### config.mk
export PLATFORM = sky130hd
export DESIGN_NAME = unc_path_splitter_top
export DESIGN_NICKNAME = d
export VERILOG_FILES = /design/src/hw/rtl/ups_pkg.sv /design/src/hw/rtl/ups_parser.sv /design/src/hw/rtl/ups_outq.sv /design/src/hw/rtl/unc_path_splitter_top.sv
export VERILOG_INCLUDE_DIRS = /design/src /design/src/hw/rtl
export SDC_FILE = /design/constraint.sdc
export NUM_CORES = 1
export LEC_CHECK = 0
export ABC_AREA = 1
export BUFFER_PORTS_ARGS = -buffer_cell sky130_fd_sc_hd__buf_2
export CORE_MARGIN = 4
export CORE_UTILIZATION = 45
export CTS_CLUSTER_SIZE = 14
export DETAILED_ROUTE_END_ITERATION = 10
export PLACE_DENSITY = 0.7
export SETUP_SLACK_MARGIN = 0.5
export SLEW_MARGIN = 20
export SYNTH_ARGS = -nofsm -noshare
export SYNTH_HDL_FRONTEND = slang
export SYNTH_SLANG_ARGS = --single-unit
### constraint.sdc
create_clock -name i_clk -period 3 [get_ports i_clk]
set_input_delay 0.3 -clock i_clk [delete_from_list [all_inputs] [get_ports i_clk]]
set_output_delay 0.3 -clock i_clk [all_outputs]
set_load 0.01 [all_outputs]
### src/hw/rtl/unc_path_splitter_top_macros.svh
// Assertion macros shared by the path splitter RTL.
`ifndef UNC_PATH_SPLITTER_TOP_MACROS_SVH
`define UNC_PATH_SPLITTER_TOP_MACROS_SVH

// Property checked on every rising clock edge outside reset.
`define UPS_ASSERT(label, prop, msg) \
    label: assert property (@(posedge i_clk) disable iff (!i_rst_n) (prop)) \
        else $error(msg);

// Antecedent in one cycle, consequent in the next.
`define UPS_ASSERT_NEXT(label, ante, cons, msg) \
    label: assert property (@(posedge i_clk) disable iff (!i_rst_n) (ante) |=> (cons)) \
        else $error(msg);

`endif

### src/hw/rtl/ups_pkg.sv
// Types and constants for the path splitter.
package ups_pkg;

    localparam logic [7:0] CH_SLASH  = 8'h2F;
    localparam logic [7:0] CH_BSLASH = 8'h5C;

    localparam logic [1:0] COMP_SERVER = 2'd0;
    localparam logic [1:0] COMP_SHARE  = 2'd1;
    localparam logic [1:0] COMP_PATH   = 2'd2;

    localparam int OUTQ_DEPTH = 4;

    typedef struct packed {
        logic [7:0] char_out;
        logic       char_valid;
        logic [1:0] component;
        logic       done_res;
        logic       status;
        logic       path_present;
    } t_result;

    // Results raised by one byte: count is 0, 1 or 2, res0 goes out first.
    typedef struct packed {
        logic [1:0] count;
        t_result    res0;
        t_result    res1;
    } t_step;

endpackage

### src/hw/rtl/ups_parser.sv
// Parser state and per-byte result logic.
`include "unc_path_splitter_top_macros.svh"

module ups_parser
    import ups_pkg::*;
(
    input  logic       i_clk,
    input  logic       i_rst_n,
    input  logic       i_take,
    input  logic [7:0] i_byte,
    input  logic       i_last,
    output t_step      o_step
);

    localparam logic [2:0] PH_LEAD   = 3'd0;
    localparam logic [2:0] PH_SERVER = 3'd1;
    localparam logic [2:0] PH_SHARE  = 3'd2;
    localparam logic [2:0] PH_PATH   = 3'd3;
    localparam logic [2:0] PH_ERROR  = 3'd4;

    logic [2:0] r_phase, n_phase;
    logic       r_prev, n_prev;
    logic       r_comp, n_comp;
    logic       r_held, n_held;
    logic       r_saw, n_saw;

    logic       sep;
    logic       char_now;
    logic       held_emit;
    logic [1:0] comp_code;
    logic       bad;
    logic       pp;
    t_result    chr;
    t_step      step;

    assign sep = (i_byte == CH_SLASH) || (i_byte == CH_BSLASH);

    always_comb begin
        n_phase   = r_phase;
        n_prev    = sep;
        n_comp    = r_comp;
        n_held    = r_held;
        n_saw     = r_saw;
        char_now  = 1'b0;
        held_emit = 1'b0;
        comp_code = COMP_SERVER;
        unique case (r_phase)
            PH_LEAD: begin
                n_phase = sep ? PH_SERVER : PH_ERROR;
            end
            PH_SERVER: begin
                comp_code = COMP_SERVER;
                if (sep) begin
                    if (!r_prev && r_comp) begin
                        n_phase = PH_SHARE;
                        n_comp  = 1'b0;
                    end
                end else begin
                    char_now = 1'b1;
                    n_comp   = 1'b1;
                end
            end
            PH_SHARE: begin
                comp_code = COMP_SHARE;
                if (sep) begin
                    if (!r_prev) begin
                        n_phase = PH_PATH;
                        n_saw   = 1'b1;
                        n_held  = 1'b0;
                    end
                end else begin
                    char_now = 1'b1;
                    n_comp   = 1'b1;
                end
            end
            PH_PATH: begin
                comp_code = COMP_PATH;
                if (sep) begin
                    if (!r_prev) begin
                        n_held = 1'b1;
                    end
                end else begin
                    held_emit = r_held;
                    n_held    = 1'b0;
                    char_now  = 1'b1;
                end
            end
            default: begin
                n_phase = PH_ERROR;
            end
        endcase

        // status uses the state as left by this byte
        bad = !((n_phase == PH_PATH) || ((n_phase == PH_SHARE) && n_comp));
        pp  = (n_phase == PH_PATH) && n_saw;

        chr            = '0;
        chr.char_out   = i_byte;
        chr.char_valid = 1'b1;
        chr.component  = comp_code;

        step = '0;
        if (held_emit) begin
            step.count               = 2'd2;
            step.res0.char_out       = CH_SLASH;
            step.res0.char_valid     = 1'b1;
            step.res0.component      = COMP_PATH;
            step.res1                = chr;
            if (i_last) begin
                step.res1.done_res     = 1'b1;
                step.res1.status       = bad;
                step.res1.path_present = pp;
            end
        end else if (char_now) begin
            step.count = 2'd1;
            step.res0  = chr;
            if (i_last) begin
                step.res0.done_res     = 1'b1;
                step.res0.status       = bad;
                step.res0.path_present = pp;
            end
        end else if (i_last) begin
            step.count             = 2'd1;
            step.res0.done_res     = 1'b1;
            step.res0.status       = bad;
            step.res0.path_present = pp;
        end

        if (i_last) begin
            n_phase = PH_LEAD;
            n_prev  = 1'b0;
            n_comp  = 1'b0;
            n_held  = 1'b0;
            n_saw   = 1'b0;
        end
    end

    assign o_step = step;

    always_ff @(posedge i_clk) begin
        if (!i_rst_n) begin
            r_phase <= PH_LEAD;
            r_prev  <= 1'b0;
            r_comp  <= 1'b0;
            r_held  <= 1'b0;
            r_saw   <= 1'b0;
        end else if (i_take) begin
            r_phase <= n_phase;
            r_prev  <= n_prev;
            r_comp  <= n_comp;
            r_held  <= n_held;
            r_saw   <= n_saw;
        end
    end

    `UPS_ASSERT_NEXT(a_last_clears, i_take && i_last, (r_phase == PH_LEAD) && !r_held && !r_saw, "state not cleared after last byte")
    `UPS_ASSERT(a_held_in_path, !r_held || (r_phase == PH_PATH), "held separator outside path part")

endmodule

### src/hw/rtl/ups_outq.sv
// Small result queue: up to two pushes and one pop per cycle.
`include "unc_path_splitter_top_macros.svh"

module ups_outq
    import ups_pkg::*;
(
    input  logic       i_clk,
    input  logic       i_rst_n,
    input  logic [1:0] i_push,
    input  t_result    i_d0,
    input  t_result    i_d1,
    output logic       o_space2,
    output logic       o_valid,
    input  logic       i_ready,
    output t_result    o_head
);

    localparam int AW = $clog2(OUTQ_DEPTH);
    localparam int CW = $clog2(OUTQ_DEPTH + 1);

    t_result         r_mem [OUTQ_DEPTH];
    logic [AW-1:0]   r_wr;
    logic [AW-1:0]   r_rd;
    logic [CW-1:0]   r_count;
    logic [CW-1:0]   n_count;
    logic            pop;

    assign o_valid  = (r_count != '0);
    assign pop      = o_valid && i_ready;
    assign o_space2 = (r_count <= CW'(OUTQ_DEPTH - 2));
    assign o_head   = r_mem[r_rd];
    assign n_count  = r_count + CW'(i_push) - CW'(pop);

    always_ff @(posedge i_clk) begin
        if (i_push != 2'd0) begin
            r_mem[r_wr] <= i_d0;
        end
        if (i_push == 2'd2) begin
            r_mem[r_wr + AW'(1)] <= i_d1;
        end
    end

    always_ff @(posedge i_clk) begin
        if (!i_rst_n) begin
            r_wr    <= '0;
            r_rd    <= '0;
            r_count <= '0;
        end else begin
            r_wr    <= r_wr + AW'(i_push);
            r_rd    <= r_rd + AW'(pop);
            r_count <= n_count;
        end
    end

    `UPS_ASSERT(a_count_bound, r_count <= CW'(OUTQ_DEPTH), "queue count beyond depth")
    `UPS_ASSERT(a_no_overflow, (i_push == 2'd0) || (n_count <= CW'(OUTQ_DEPTH)), "push into full queue")

endmodule

### src/hw/rtl/unc_path_splitter_top.sv
// Top level of the UNC path splitter.
//
//  channel | direction | handshake          | payload
//  input   | in        | i_valid / o_ready  | i_byte_in, i_is_last
//  result  | out       | o_valid / i_ready  | o_char_out, o_char_valid, o_component,
//          |           |                    | o_done_res, o_status, o_path_present
//
// One byte per cycle while o_ready is high; its results are registered into the queue and reach the result channel
// behind any results already queued. A byte raises up to two results; they go into a four-entry queue
// drained one a cycle while i_ready is high, and o_ready drops while fewer than two entries are free.
// Reset is synchronous, active low, and clears parser state and the queue.
// A stalled consumer only fills the queue; parser state moves on accepted bytes alone.
`include "unc_path_splitter_top_macros.svh"

module unc_path_splitter_top
    import ups_pkg::*;
(
    input  logic       i_clk,
    input  logic       i_rst_n,
    input  logic       i_valid,
    output logic       o_ready,
    input  logic [7:0] i_byte_in,
    input  logic       i_is_last,
    output logic       o_valid,
    input  logic       i_ready,
    output logic [7:0] o_char_out,
    output logic       o_char_valid,
    output logic [1:0] o_component,
    output logic       o_done_res,
    output logic       o_status,
    output logic       o_path_present
);

    logic    take;
    logic    space2;
    t_step   step;
    t_result head;

    assign o_ready = space2;
    assign take    = i_valid && space2;

    ups_parser u_parser (
        .i_clk   (i_clk),
        .i_rst_n (i_rst_n),
        .i_take  (take),
        .i_byte  (i_byte_in),
        .i_last  (i_is_last),
        .o_step  (step)
    );

    ups_outq u_outq (
        .i_clk    (i_clk),
        .i_rst_n  (i_rst_n),
        .i_push   (take ? step.count : 2'd0),
        .i_d0     (step.res0),
        .i_d1     (step.res1),
        .o_space2 (space2),
        .o_valid  (o_valid),
        .i_ready  (i_ready),
        .o_head   (head)
    );

    assign o_char_out     = head.char_out;
    assign o_char_valid   = head.char_valid;
    assign o_component    = head.component;
    assign o_done_res     = head.done_res;
    assign o_status       = head.status;
    assign o_path_present = head.path_present;

    // a double result is always a flushed path separator ahead of a character
    `UPS_ASSERT(a_pair_is_sep, (step.count != 2'd2) || ((step.res0.component == COMP_PATH) && (step.res0.char_out == CH_SLASH)), "double result without held separator")
    `UPS_ASSERT(a_bad_no_path, !(o_valid && o_done_res && o_status) || !o_path_present, "invalid path flagged with path part")

endmodule
==> metrics.csv, run 1 <==
metric,value,unit
Final #Nets,435,
Startpoint Class,flip-flop,
core box area,0.00741,sq mm
via count,2711,
reg2reg path depth,16,
Post-synth ARST share,0,%
Layout Skew,0.0119,ns
IO buf count,28,
row count,31,
fin. max-slew vios,0,
synthesized instance count,375,
IO Count,29,
syn_nets,394,
Final Wtd Congestion,0.846,
Post-Syn Area,0.00349,sq mm
Switch Pwr,0.903,mW
register area share after synthesis,56.1,%
LEAKAGE,1.75,nW
Netlist cell types,38,
final non-filler cell total,520,
crit share post-route,81.8,%
post-DR vias/cell,5.21,
share of cells above drive strength 1,22.8,%
P_int,1.85,mW
CP Launch Point,u_parser.r_phase[0],
GRT Total Usage,19.2,%
Worst Hold Depth,3,
Syn-to-layout area delta,16.6,%
"most common cell after layout, fill and taps aside",nand2_1,
cts bufs inserted,9,
DRC errors left,0,
clock transition at the registers of the reported paths,0.08,ns
Crit path largest cell delay,0.36,ns
Rel. slew slack,55.4,%
final hold violations,0,
Skew-Pair Late Insertion Delay,0.36,ns
Reg area,0.00197,sq mm
clk sink count,70,
PD cells,676,mW/mm^2
Die Span X,96.1,um
Peak VDD IR,0.450,mV
sequential share of power,41.8,%
Final TNS setup,0,ns
Starting Density,47.2,%
Worst Setup Path Type,flip-flop to flip-flop,
Post-synth EDFFs,56,
Die Area,0.00924,sq mm
synthesized flop and latch total,70,
synthesized area per cell,9.32,sq um
Critical Path RT,3.25,ns
crit path DAT,2.70,ns
hold crit path type,input port to flip-flop,
Post-DP HPWL,5.37,mm
switching share of power,32.8,%
RSZ-0062 raised after global routing,true,
area of the multi-input gates,0.00133,sq mm
Tightest Pin Transition,0.667,ns
final-report setup violation count,0,
status,completed,
drt total wl,8.01,mm
initial antenna violation count,0,
number of routed nets with antenna violations,0,
Die Span Y,96.1,um
fmax,408,MHz
fill cell count,637,
"Core Util, Final",55.0,%
Hold Startpoint,i_rst_n,
Synth warnings,0,
largest net degree at the start of global routing,30,
first-pass GRT wire length,13.3,mm
"Remaining Overflow, GRT",0,
Initial DRC Count,279,
CTS tree,done,
minimum clock period,2.45,ns
Critical R2R Launch,u_parser.r_phase[0],
CP Max Fanout,4,
top_reg_cell synth,edfxtp_1,
routed len/inst,15.4,um
1st-pass router iterations,4,
crit end category,flip-flop,
Clock Tree Buf Depth,2,
Ant. Diodes,0,
CP Cell Sequence,"inv_2, nor2_8, nand2_2, nand2_2, nand3_4, nand2_1, nand2_2, nor2_4, inv_1, ha_1, inv_1, ha_1, fa_2, xor2_1, buf_4, a21oi_2",
# placed instances,495,
Max H-tree Level,3,
"most used cell, CP",nand2_2,
max_cap viols,0,
Crit-path slowest cell,dfxtp_4,
most frequent cells in the layout,"nand2_1, edfxtp_1, nor2_1",
vias in the first global route,2709,
clock root buffer,clkbuf_8,
Comb pwr share,26.8,%
Clock power frac,31.4,%
## critical path: cells and delay by family (launching register included)
kind                       cells  cell delay, ns
adders and majority gates      3            0.82
DFF                            1            0.36
AOI/OAI and AO/OA              1            0.04
buffers and inverters          4            0.30
and+or+nand+nor                7            0.66
xor gates and xnor gates       1            0.19
## path summary, 6_finish.rpt
path	to	slack, ns
worst max-delay path	u_outq.r_count[2]	0.55
worst min-delay path	u_outq.r_count[1]	0.26
worst max register to register	u_outq.r_count[2]	0.55
worst min register to register	u_outq.r_count[2]	0.50
## power groups by stage
| stage | Sequential (mW) | Combinational, mW | Clock (mW) |
|---|---|---|---|
| after floorplan | 1.15 | 0.459 | 0 |
| after CTS | 1.15 | 0.717 | 0.878 |
| final | 1.15 | 0.739 | 0.867 |
| after detailed placement | 1.17 | 0.697 | 0 |
| after global placement | 1.17 | 0.682 | 0 |
| after global routing | 1.16 | 0.838 | 0.922 |
## repair_timing
action | CTS | global route
buffers inserted | 6 | 3
resized for setup | 7 | 6
endpoints found under the setup margin | 2 | 7
pin swaps | 2 | 5
hold buffers | 0 | 0
## through the flow
stage | cell area (sq um) | hold slack [ns] | total power [mW] | worst slack [ns]
floorplan | 3500 | 0.444 | 1.61 | 0.500
global placement | 3740 | 0.460 | 1.85 | 0.295
detailed placement | 3740 | 0.487 | 1.87 | 0.202
CTS | 4040 | 0.246 | 2.74 | 0.501
global route | 4080 | 0.272 | 2.92 | 0.414
finish | 4080 | 0.259 | 2.76 | 0.547
## registers in the layout (all words and copies together) (netlist names)
name / cells
u_outq.r_rd: 2
u_parser.r_saw: 1
u_parser.r_comp: 1
u_parser.r_held: 1
u_outq.r_mem: 56
u_parser.r_phase: 3
u_parser.r_prev: 1
u_outq.r_count: 3
u_outq.r_wr: 2
## Yosys cell counts, drive strengths merged (2+ instances only)
master | instances | area, sq um
nand2 | 86 | 360
nor3 | 4 | 20.0
o21ai | 44 | 235
nor2 | 53 | 239
a21oi | 14 | 70.1
o22ai | 14 | 87.6
buf | 4 | 35.0
dfxtp | 14 | 280
clkbuf | 9 | 33.8
inv | 42 | 163
clkinv | 2 | 8.75
nor4 | 4 | 25.0
ha | 5 | 62.6
nand3 | 15 | 105
nand4 | 2 | 18.8
edfxtp | 56 | 1680
## cells by family (layout without fill, tap and decap cells)
kind of cell	count (synthesis)	count (layout)	share of synthesized area, %
DFF	70	70	56.1
buffers and inverters	57	103	6.87
AOI/OAI and AO/OA	76	76	12.1
adders and majority gates	6	6	2.36
xor gates and xnor gates	2	2	0.501
and+or+nand+nor	164	164	22.0
## per-layer routing
| metal | up-vias | GRT usage, % | share of wire (%) | wire length [um] |
|---|---|---|---|---|
| met4 | 0 | 6.16 | 1.4 | 116 |
| met1 | 1280 | 24.5 | 44 | 3510 |
| met2 | 66 | 31.8 | 49 | 3960 |
| li1 | 1351 | - | - | - |
| met5 | - | 0 | 0 | 0 |
| met3 | 14 | 4.93 | 5.3 | 425 |
## cell type report
cell class / count / area share, %
Inverter: 44 / 4.30
Tap cell: 99 / 3.04
Timing Repair Buffer: 43 / 6.20
Multi-Input combinational cell: 248 / 32.5
Clock buffer: 9 / 3.04
Clock inverter: 7 / 2.55
Sequential cell: 70 / 48.3
No activity file was read; power rests on OpenSTA's default activity.
==> run 2: changes to the inputs <==
--- a/config.mk
+++ b/config.mk
@@ -12,7 +12,7 @@
 export CORE_UTILIZATION = 45
 export CTS_CLUSTER_SIZE = 14
 export DETAILED_ROUTE_END_ITERATION = 10
-export PLACE_DENSITY = 0.7
+export PLACE_DENSITY = 0.72
 export SETUP_SLACK_MARGIN = 0.5
 export SLEW_MARGIN = 20
 export SYNTH_ARGS = -nofsm -noshare
==> constraint.sdc (replaced) <==
create_clock -name i_clk -period 2.15 [get_ports i_clk]
set_input_delay 0.215 -clock i_clk [delete_from_list [all_inputs] [get_ports i_clk]]
set_output_delay 0.215 -clock i_clk [all_outputs]
set_load 0.01 [all_outputs]
==> run 2 against run 1 <==
  * The run now ends with setup timing left
  * Global-route usage up 5.2 points
  * Final cell count increased by 11%
  * Cell area up 29%
  * Hold slack worse by 0.077 ns
  * Setup slack lost 0.74 ns
  * Critical path depth did not move
  * Critical path type unchanged
  * Critical endpoint unchanged
==> metrics.csv, run 2 (synthesized netlist as in run 1, its figures left out) <==
metric,value,unit,change
status,"complete, but fails checks",,
failing checks,setup timing,,
"Buf+Inv Stages, Crit Path",3,,-1
core box area,0.00741,sq mm,unchanged
crit share post-route,109,%,+27 points
max FFs per register,56,,unchanged
Die Span Y,96.1,um,unchanged
most frequent cells in the layout,"nand2_1, edfxtp_1, buf_4",,
Syn-to-layout area delta,50.0,%,
largest net degree at the start of global routing,17,,-43%
Startpoint Class,flip-flop,,
Skew-Pair Late Insertion Delay,0.35,ns,about the same
Final Wtd Congestion,0.871,,+2.9%
clk sink count,70,,unchanged
Die Area,0.00924,sq mm,unchanged
"most common cell after layout, fill and taps aside",nand2_1,,
Starting Density,47.2,%,unchanged
RSZ-0062 raised after global routing,true,,
final-report setup violation count,7,,+7
via count,3266,,+20%
fin. max-slew vios,0,,unchanged
first-pass GRT wire length,16.6,mm,+25%
max_cap viols,0,,unchanged
reg2reg path depth,16,,unchanged
crit end category,flip-flop,,
Peak VDD IR,0.582,mV,+29%
row count,31,,unchanged
largest register by flop count,u_outq.r_mem,,
hold crit path type,input port to flip-flop,,
clock transition at the registers of the reported paths,0.07,ns,about the same
clock root buffer,clkbuf_8,,
fmax,427,MHz,+4.7%
Post-DP Area,0.00408,sq mm,+8.8%
number of routed nets with antenna violations,0,,unchanged
share of cells above drive strength 1,47.3,%,+24 points
drt total wl,10.9,mm,+36%
Rel. slew slack,62.5,%,+7.0 points
Worst Setup Path Type,flip-flop to flip-flop,,
CP Cell Sequence,"inv_6, nor2_8, nand2_4, nand2_4, nand3_4, nand2_4, nand2_4, nor2_4, inv_2, ha_4, inv_2, ha_4, fa_2, xor2_2, o21ai_1, a21oi_1",,
fin worst setup slack,-0.194,ns,-0.740 ns
Initial DRC Count,232,,-17%
CP Max Fanout,2,,-2
Final #Nets,491,,+13%
"most used cell, CP",nand2_4,,
fill cell count,474,,-26%
crit-path leading delay family,adder cells,,
1st-pass router iterations,7,,+3
Tightest Pin Transition,0.558,ns,-0.109 ns
DRC errors left,0,,unchanged
cts bufs inserted,9,,unchanged
Post-DP HPWL,5.89,mm,+9.7%
PD cells,841,mW/mm^2,+24%
Critical Path RT,2.38,ns,-0.87 ns
Regs by FF count,"u_outq.r_mem: 56 flops, u_outq.r_count: 3 flops, u_parser.r_phase: 3 flops",,
Levels on crit path,16,,unchanged
GRT Total Usage,24.4,%,+5.2 points
Crit-path slowest cell,dfxtp_4,,
vias in the first global route,3210,,+18%
routed len/inst,18.9,um,+23%
Worst Hold Depth,3,,unchanged
crit path DAT,2.58,ns,-0.12 ns
final hold violations,0,,unchanged
Clock Tree Buf Depth,2,,unchanged
Die Span X,96.1,um,unchanged
Layout Skew,0.00851,ns,-0.00336 ns
IO buf count,28,,unchanged
Crit path largest cell delay,0.37,ns,about the same
IO Count,29,,unchanged
pre-CTS setup slack,-0.266,ns,-0.468 ns
"Remaining Overflow, GRT",0,,unchanged
Ant. Diodes,0,,unchanged
CTS tree,done,,
Total Power,4.41,mW,+60%
LEAKAGE,2.15,nW,+23%
Max H-tree Level,3,,unchanged
initial antenna violation count,0,,unchanged
Hold Buf Count CTS,0,,unchanged
post-DR vias/cell,5.68,,+8.9%
post-route cell area,0.00524,sq mm,+29%
minimum clock period,2.34,ns,-0.110 ns
## run 2: cell types whose count changed in the layout (fill, tap and decap cells not counted), sizes merged
cell | before | now
nand2 | 86 | 88
buf | 43 | 96
inv | 44 | 40
clkinv | 4 | 5
bufinv | 2 | 1
clkbuf | 9 | 11
clkinvlp | 1 | 3
## run 2: final cells by class
class | instances | area, sq um | area share [%]
clock inverter | 5 | 60.1 | 1.15
clock buffer | 10 | 128 | 2.43
timing repair buffer | 97 | 900 | 17.2
tap | 99 | 124 | 2.36
sequential | 70 | 1970 | 37.7
multi-input combinational | 250 | 1840 | 35.0
inverter | 44 | 220 | 4.20
## run 2: path summary, 6_finish.rpt
path                            slack, ns           startpoint                end
worst max-delay path                -0.19  u_parser.r_phase[0]  u_outq.r_count[2]
worst min-delay path                 0.18              i_rst_n  u_outq.r_count[0]
worst max register to register      -0.19  u_parser.r_phase[0]  u_outq.r_count[2]
worst min register to register       0.50       u_parser.r_saw     u_parser.r_saw
## run 2: power breakdown
part / total, mW / internal, mW / switching (mW)
clock: 1.06 / 0.534 / 0.529
combinational: 1.74 / 0.770 / 0.965
sequential: 1.61 / 1.55 / 0.0583
## run 2: per-layer routing
| layer | track usage [%] | up-vias | wire length (um) |
|---|---|---|---|
| met2 | 41.3 | 176 | 5500 |
| met5 | 0 | - | 0 |
| li1 | - | 1474 | - |
| met1 | 30.9 | 1573 | 4040 |
| met3 | 4.07 | 43 | 873 |
| met4 | 9.48 | 0 | 471 |
## run 2: metrics by stage
step / setup TNS (ns) / hold WS (ns) / utilization, % / std cells
after detailed placement: -1.87 / 0.481 / 55.0 / 528
after global routing: -0.856 / 0.205 / 70.7 / 575
after floorplan: -0.292 / 0.406 / - / 375
after global placement: -1.46 / 0.462 / 55.0 / 528
after CTS: -0.105 / 0.175 / 66.4 / 567
final: -0.383 / 0.183 / 70.7 / 575
## run 2: repair_timing
action	in CTS	in global routing
endpoints found under the setup margin	113	119
gates cloned	5	1
setup buffers	19	7
gates resized for setup	95	72
hold endpoints to repair	0	0
pin swaps	12	17
## run 2: worst min-delay path, delay by kind of cell
kind | cells | cell delay [ns]
buffers and inverters | 2 | 0.20
AND/OR/NAND/NOR | 1 | 0.08
==> run 3: changes to the inputs <==
--- a/config.mk
+++ b/config.mk
@@ -7,13 +7,14 @@
 export NUM_CORES = 1
 export LEC_CHECK = 0
 export ABC_AREA = 1
-export BUFFER_PORTS_ARGS = -buffer_cell sky130_fd_sc_hd__buf_2
 export CORE_MARGIN = 4
 export CORE_UTILIZATION = 45
 export CTS_CLUSTER_SIZE = 14
 export DETAILED_ROUTE_END_ITERATION = 10
-export PLACE_DENSITY = 0.72
+export DONT_BUFFER_PORTS = 1
+export PLACE_DENSITY = 0.69
 export SETUP_SLACK_MARGIN = 0.5
+export SKIP_LAST_GASP = 1
 export SLEW_MARGIN = 20
 export SYNTH_ARGS = -nofsm -noshare
 export SYNTH_HDL_FRONTEND = slang
==> run 3 against run 2 <==
  * The flow still finishes with violations (setup timing)
  * Largest cell class unchanged
  * Sequential power is essentially flat
  * Sequential share of layout area grew 3.5 points
  * Critical path depth is the same
  * Clock skew is essentially flat
  * Combinational power shrank 25%
  * Non-clock buffer count shrank 33
  * Sequential cell count is the same
  * Count of clock-buffer cells in the layout shrank 1
  * Via count shrank 6.4%
  * Maximum frequency grew 6.8%
  * Final cell count shrank 5.4%
  * Core utilization shrank 6.0 points
==> metrics.csv, run 3 (synthesized netlist as in run 1, its figures left out) <==
metric,value,unit,change
status,"complete, but fails checks",,
failing checks,setup timing,,
worst hold margin,0.00733,ns,-0.175 ns
hold crit path type,input port to flip-flop,,
CTS tree,done,,
minimum clock period,2.19,ns,-0.149 ns
DRC errors left,0,,unchanged
routed len/inst,18.7,um,-1.1%
Ant. Diodes,0,,unchanged
clock transition at the registers of the reported paths,0.08,ns,about the same
crit path DAT,2.43,ns,-0.15 ns
Crit path largest cell delay,0.36,ns,about the same
Clock Tree Buf Depth,2,,unchanged
IO buf count,0,,-100%
drt total wl,10.2,mm,-6.4%
reg2reg path depth,16,,unchanged
core box area,0.00741,sq mm,unchanged
Die Span X,96.1,um,unchanged
crit-path leading delay family,adder cells,,
PD cells,828,mW/mm^2,-1.5%
Layout Skew,0.00856,ns,+0.0000549 ns
clk sink count,70,,unchanged
Skew-Pair Late Insertion Delay,0.34,ns,about the same
Final TNS setup,-0.0444,ns,+0.338 ns
clock root buffer,clkbuf_8,,
number of routed nets with antenna violations,0,,unchanged
RSZ-0062 raised after global routing,true,,
capturing point of the worst reg2reg path,u_outq.r_count[2],,
Critical Path RT,2.39,ns,about the same
R2R Setup Slk,-0.04,ns,+0.15 ns
CP Max Fanout,2,,unchanged
Crit-path slowest cell,dfxtp_4,,
Worst Setup Path Type,flip-flop to flip-flop,,
"Buf+Inv Stages, Crit Path",5,,+2
Tightest Pin Transition,0.419,ns,-0.139 ns
post-DR vias/cell,5.62,,-1.1%
CP endpoint,u_outq.r_count[2],,
first-pass GRT wire length,14.8,mm,-11%
Post-DP HPWL,5.55,mm,-5.7%
via count,3056,,-6.4%
Levels on crit path,16,,unchanged
largest net degree at the start of global routing,30,,+13
GRT Total Usage,22.0,%,-2.4 points
1st-pass router iterations,4,,-3
max_cap viols,0,,unchanged
fin. max-slew vios,0,,unchanged
Critical R2R Launch,u_parser.r_phase[0],,
final hold violations,0,,unchanged
cts bufs inserted,9,,unchanged
Rel. slew slack,72.0,%,+9.6 points
fin worst setup slack,-0.0444,ns,+0.149 ns
final-report setup violation count,1,,-6
Post-DP Area,0.00388,sq mm,-4.8%
Final Wtd Congestion,0.907,,+4.2%
crit end category,flip-flop,,
fmax,456,MHz,+6.8%
Starting Density,47.2,%,unchanged
vias in the first global route,2828,,-12%
Syn-to-layout area delta,37.3,%,
largest register by flop count,u_outq.r_mem,,
initial antenna violation count,0,,unchanged
Regs by FF count,"u_outq.r_mem: 56 flops, u_outq.r_count: 3 flops, u_parser.r_phase: 3 flops",,
share of cells above drive strength 1,35.5,%,-12 points
"most common cell after layout, fill and taps aside",nand2_1,,
most frequent cells in the layout,"nand2_1, edfxtp_1, nor2_1",,
Initial DRC Count,244,,+5.2%
Die Span Y,96.1,um,unchanged
post-route cell area,0.00480,sq mm,-8.4%
Final #Nets,459,,-6.5%
fill cell count,568,,+20%
crit share post-route,102,%,-6.9 points
IO Count,29,,unchanged
Peak VDD IR,0.536,mV,-7.9%
LEAKAGE,1.97,nW,-8.7%
CP Launch Point,u_parser.r_phase[0],,
Max H-tree Level,3,,unchanged
"Remaining Overflow, GRT",0,,unchanged
CP Cell Sequence,"inv_6, nor2_8, buf_4, nand2_4, nor2_8, nand2_4, inv_6, nor2_4, inv_2, ha_4, inv_2, ha_4, fa_2, xor2_1, o21ai_1, a21oi_1",,
row count,31,,unchanged
Startpoint Class,flip-flop,,
Die Area,0.00924,sq mm,unchanged
max FFs per register,56,,unchanged
## run 3: layer usage
metal | vias to the layer above | GRT usage (%) | part of all wire [%]
met5 | - | 0 | 0
met4 | 0 | 8.18 | 2.8
met3 | 24 | 4.69 | 8.9
met2 | 165 | 37.0 | 49
met1 | 1459 | 27.6 | 39
li1 | 1408 | - | -
## run 3: area by class of cell
cell class	count	area, sq um	area share (%)
timing repair buffer	64	631	13.1
clock buffer	9	124	2.58
timing repair inverter	1	8.76	0.182
multi-input combinational	250	1670	34.8
inverter	44	203	4.22
sequential	70	1980	41.2
clock inverter	7	63.8	1.33
tap	99	124	2.58
## run 3: what timing repair did
action	CTS	global route
pin swaps	16	14
setup buffers	19	10
gates resized for setup	47	45
cloned	5	1
hold buffers	1	1
setup endpoints to repair	101	119
endpoints found under the hold margin	5	1
## run 3: how the worst min path moves through the flow
| stage | cells past startpoint | end | startpoint | slack [ns] |
|---|---|---|---|---|
| 2_1_floorplan | 2 | u_outq.r_mem[1][2] | i_is_last | 0.41 |
| 3_3_place_gp | 2 | u_outq.r_wr[0] | i_rst_n | 0.31 |
| 3_5_place_dp | 2 | u_outq.r_wr[0] | i_rst_n | 0.32 |
| 4_1_cts | 2 | u_outq.r_count[2] | i_rst_n | 0.001 |
| 5_1_grt | 2 | u_outq.r_count[2] | i_rst_n | 0.01 |
| 6_report | 2 | u_outq.r_count[2] | i_rst_n | 0.007 |
## run 3: power breakdown
group | leakage (nW) | total (mW) | switching (mW) | internal, mW
Sequential | 0.607 | 1.63 | 0.0806 | 1.55
Clock | 0.0945 | 1.04 | 0.509 | 0.528
Combinational | 1.26 | 1.31 | 0.815 | 0.492
Total | 1.97 | 3.98 | 1.40 | 2.57
## run 3: through the flow
stage | cells | utilization [%] | worst slack (ns) | power, mW
global placement | 491 | 52.4 | -0.0812 | 2.55
floorplan | 375 | - | -0.196 | 2.29
CTS | 532 | 60.9 | -0.0749 | 3.78
global route | 544 | 64.8 | -0.145 | 4.17
finish | 544 | 64.8 | -0.0444 | 3.98
detailed placement | 491 | 52.4 | -0.161 | 2.58
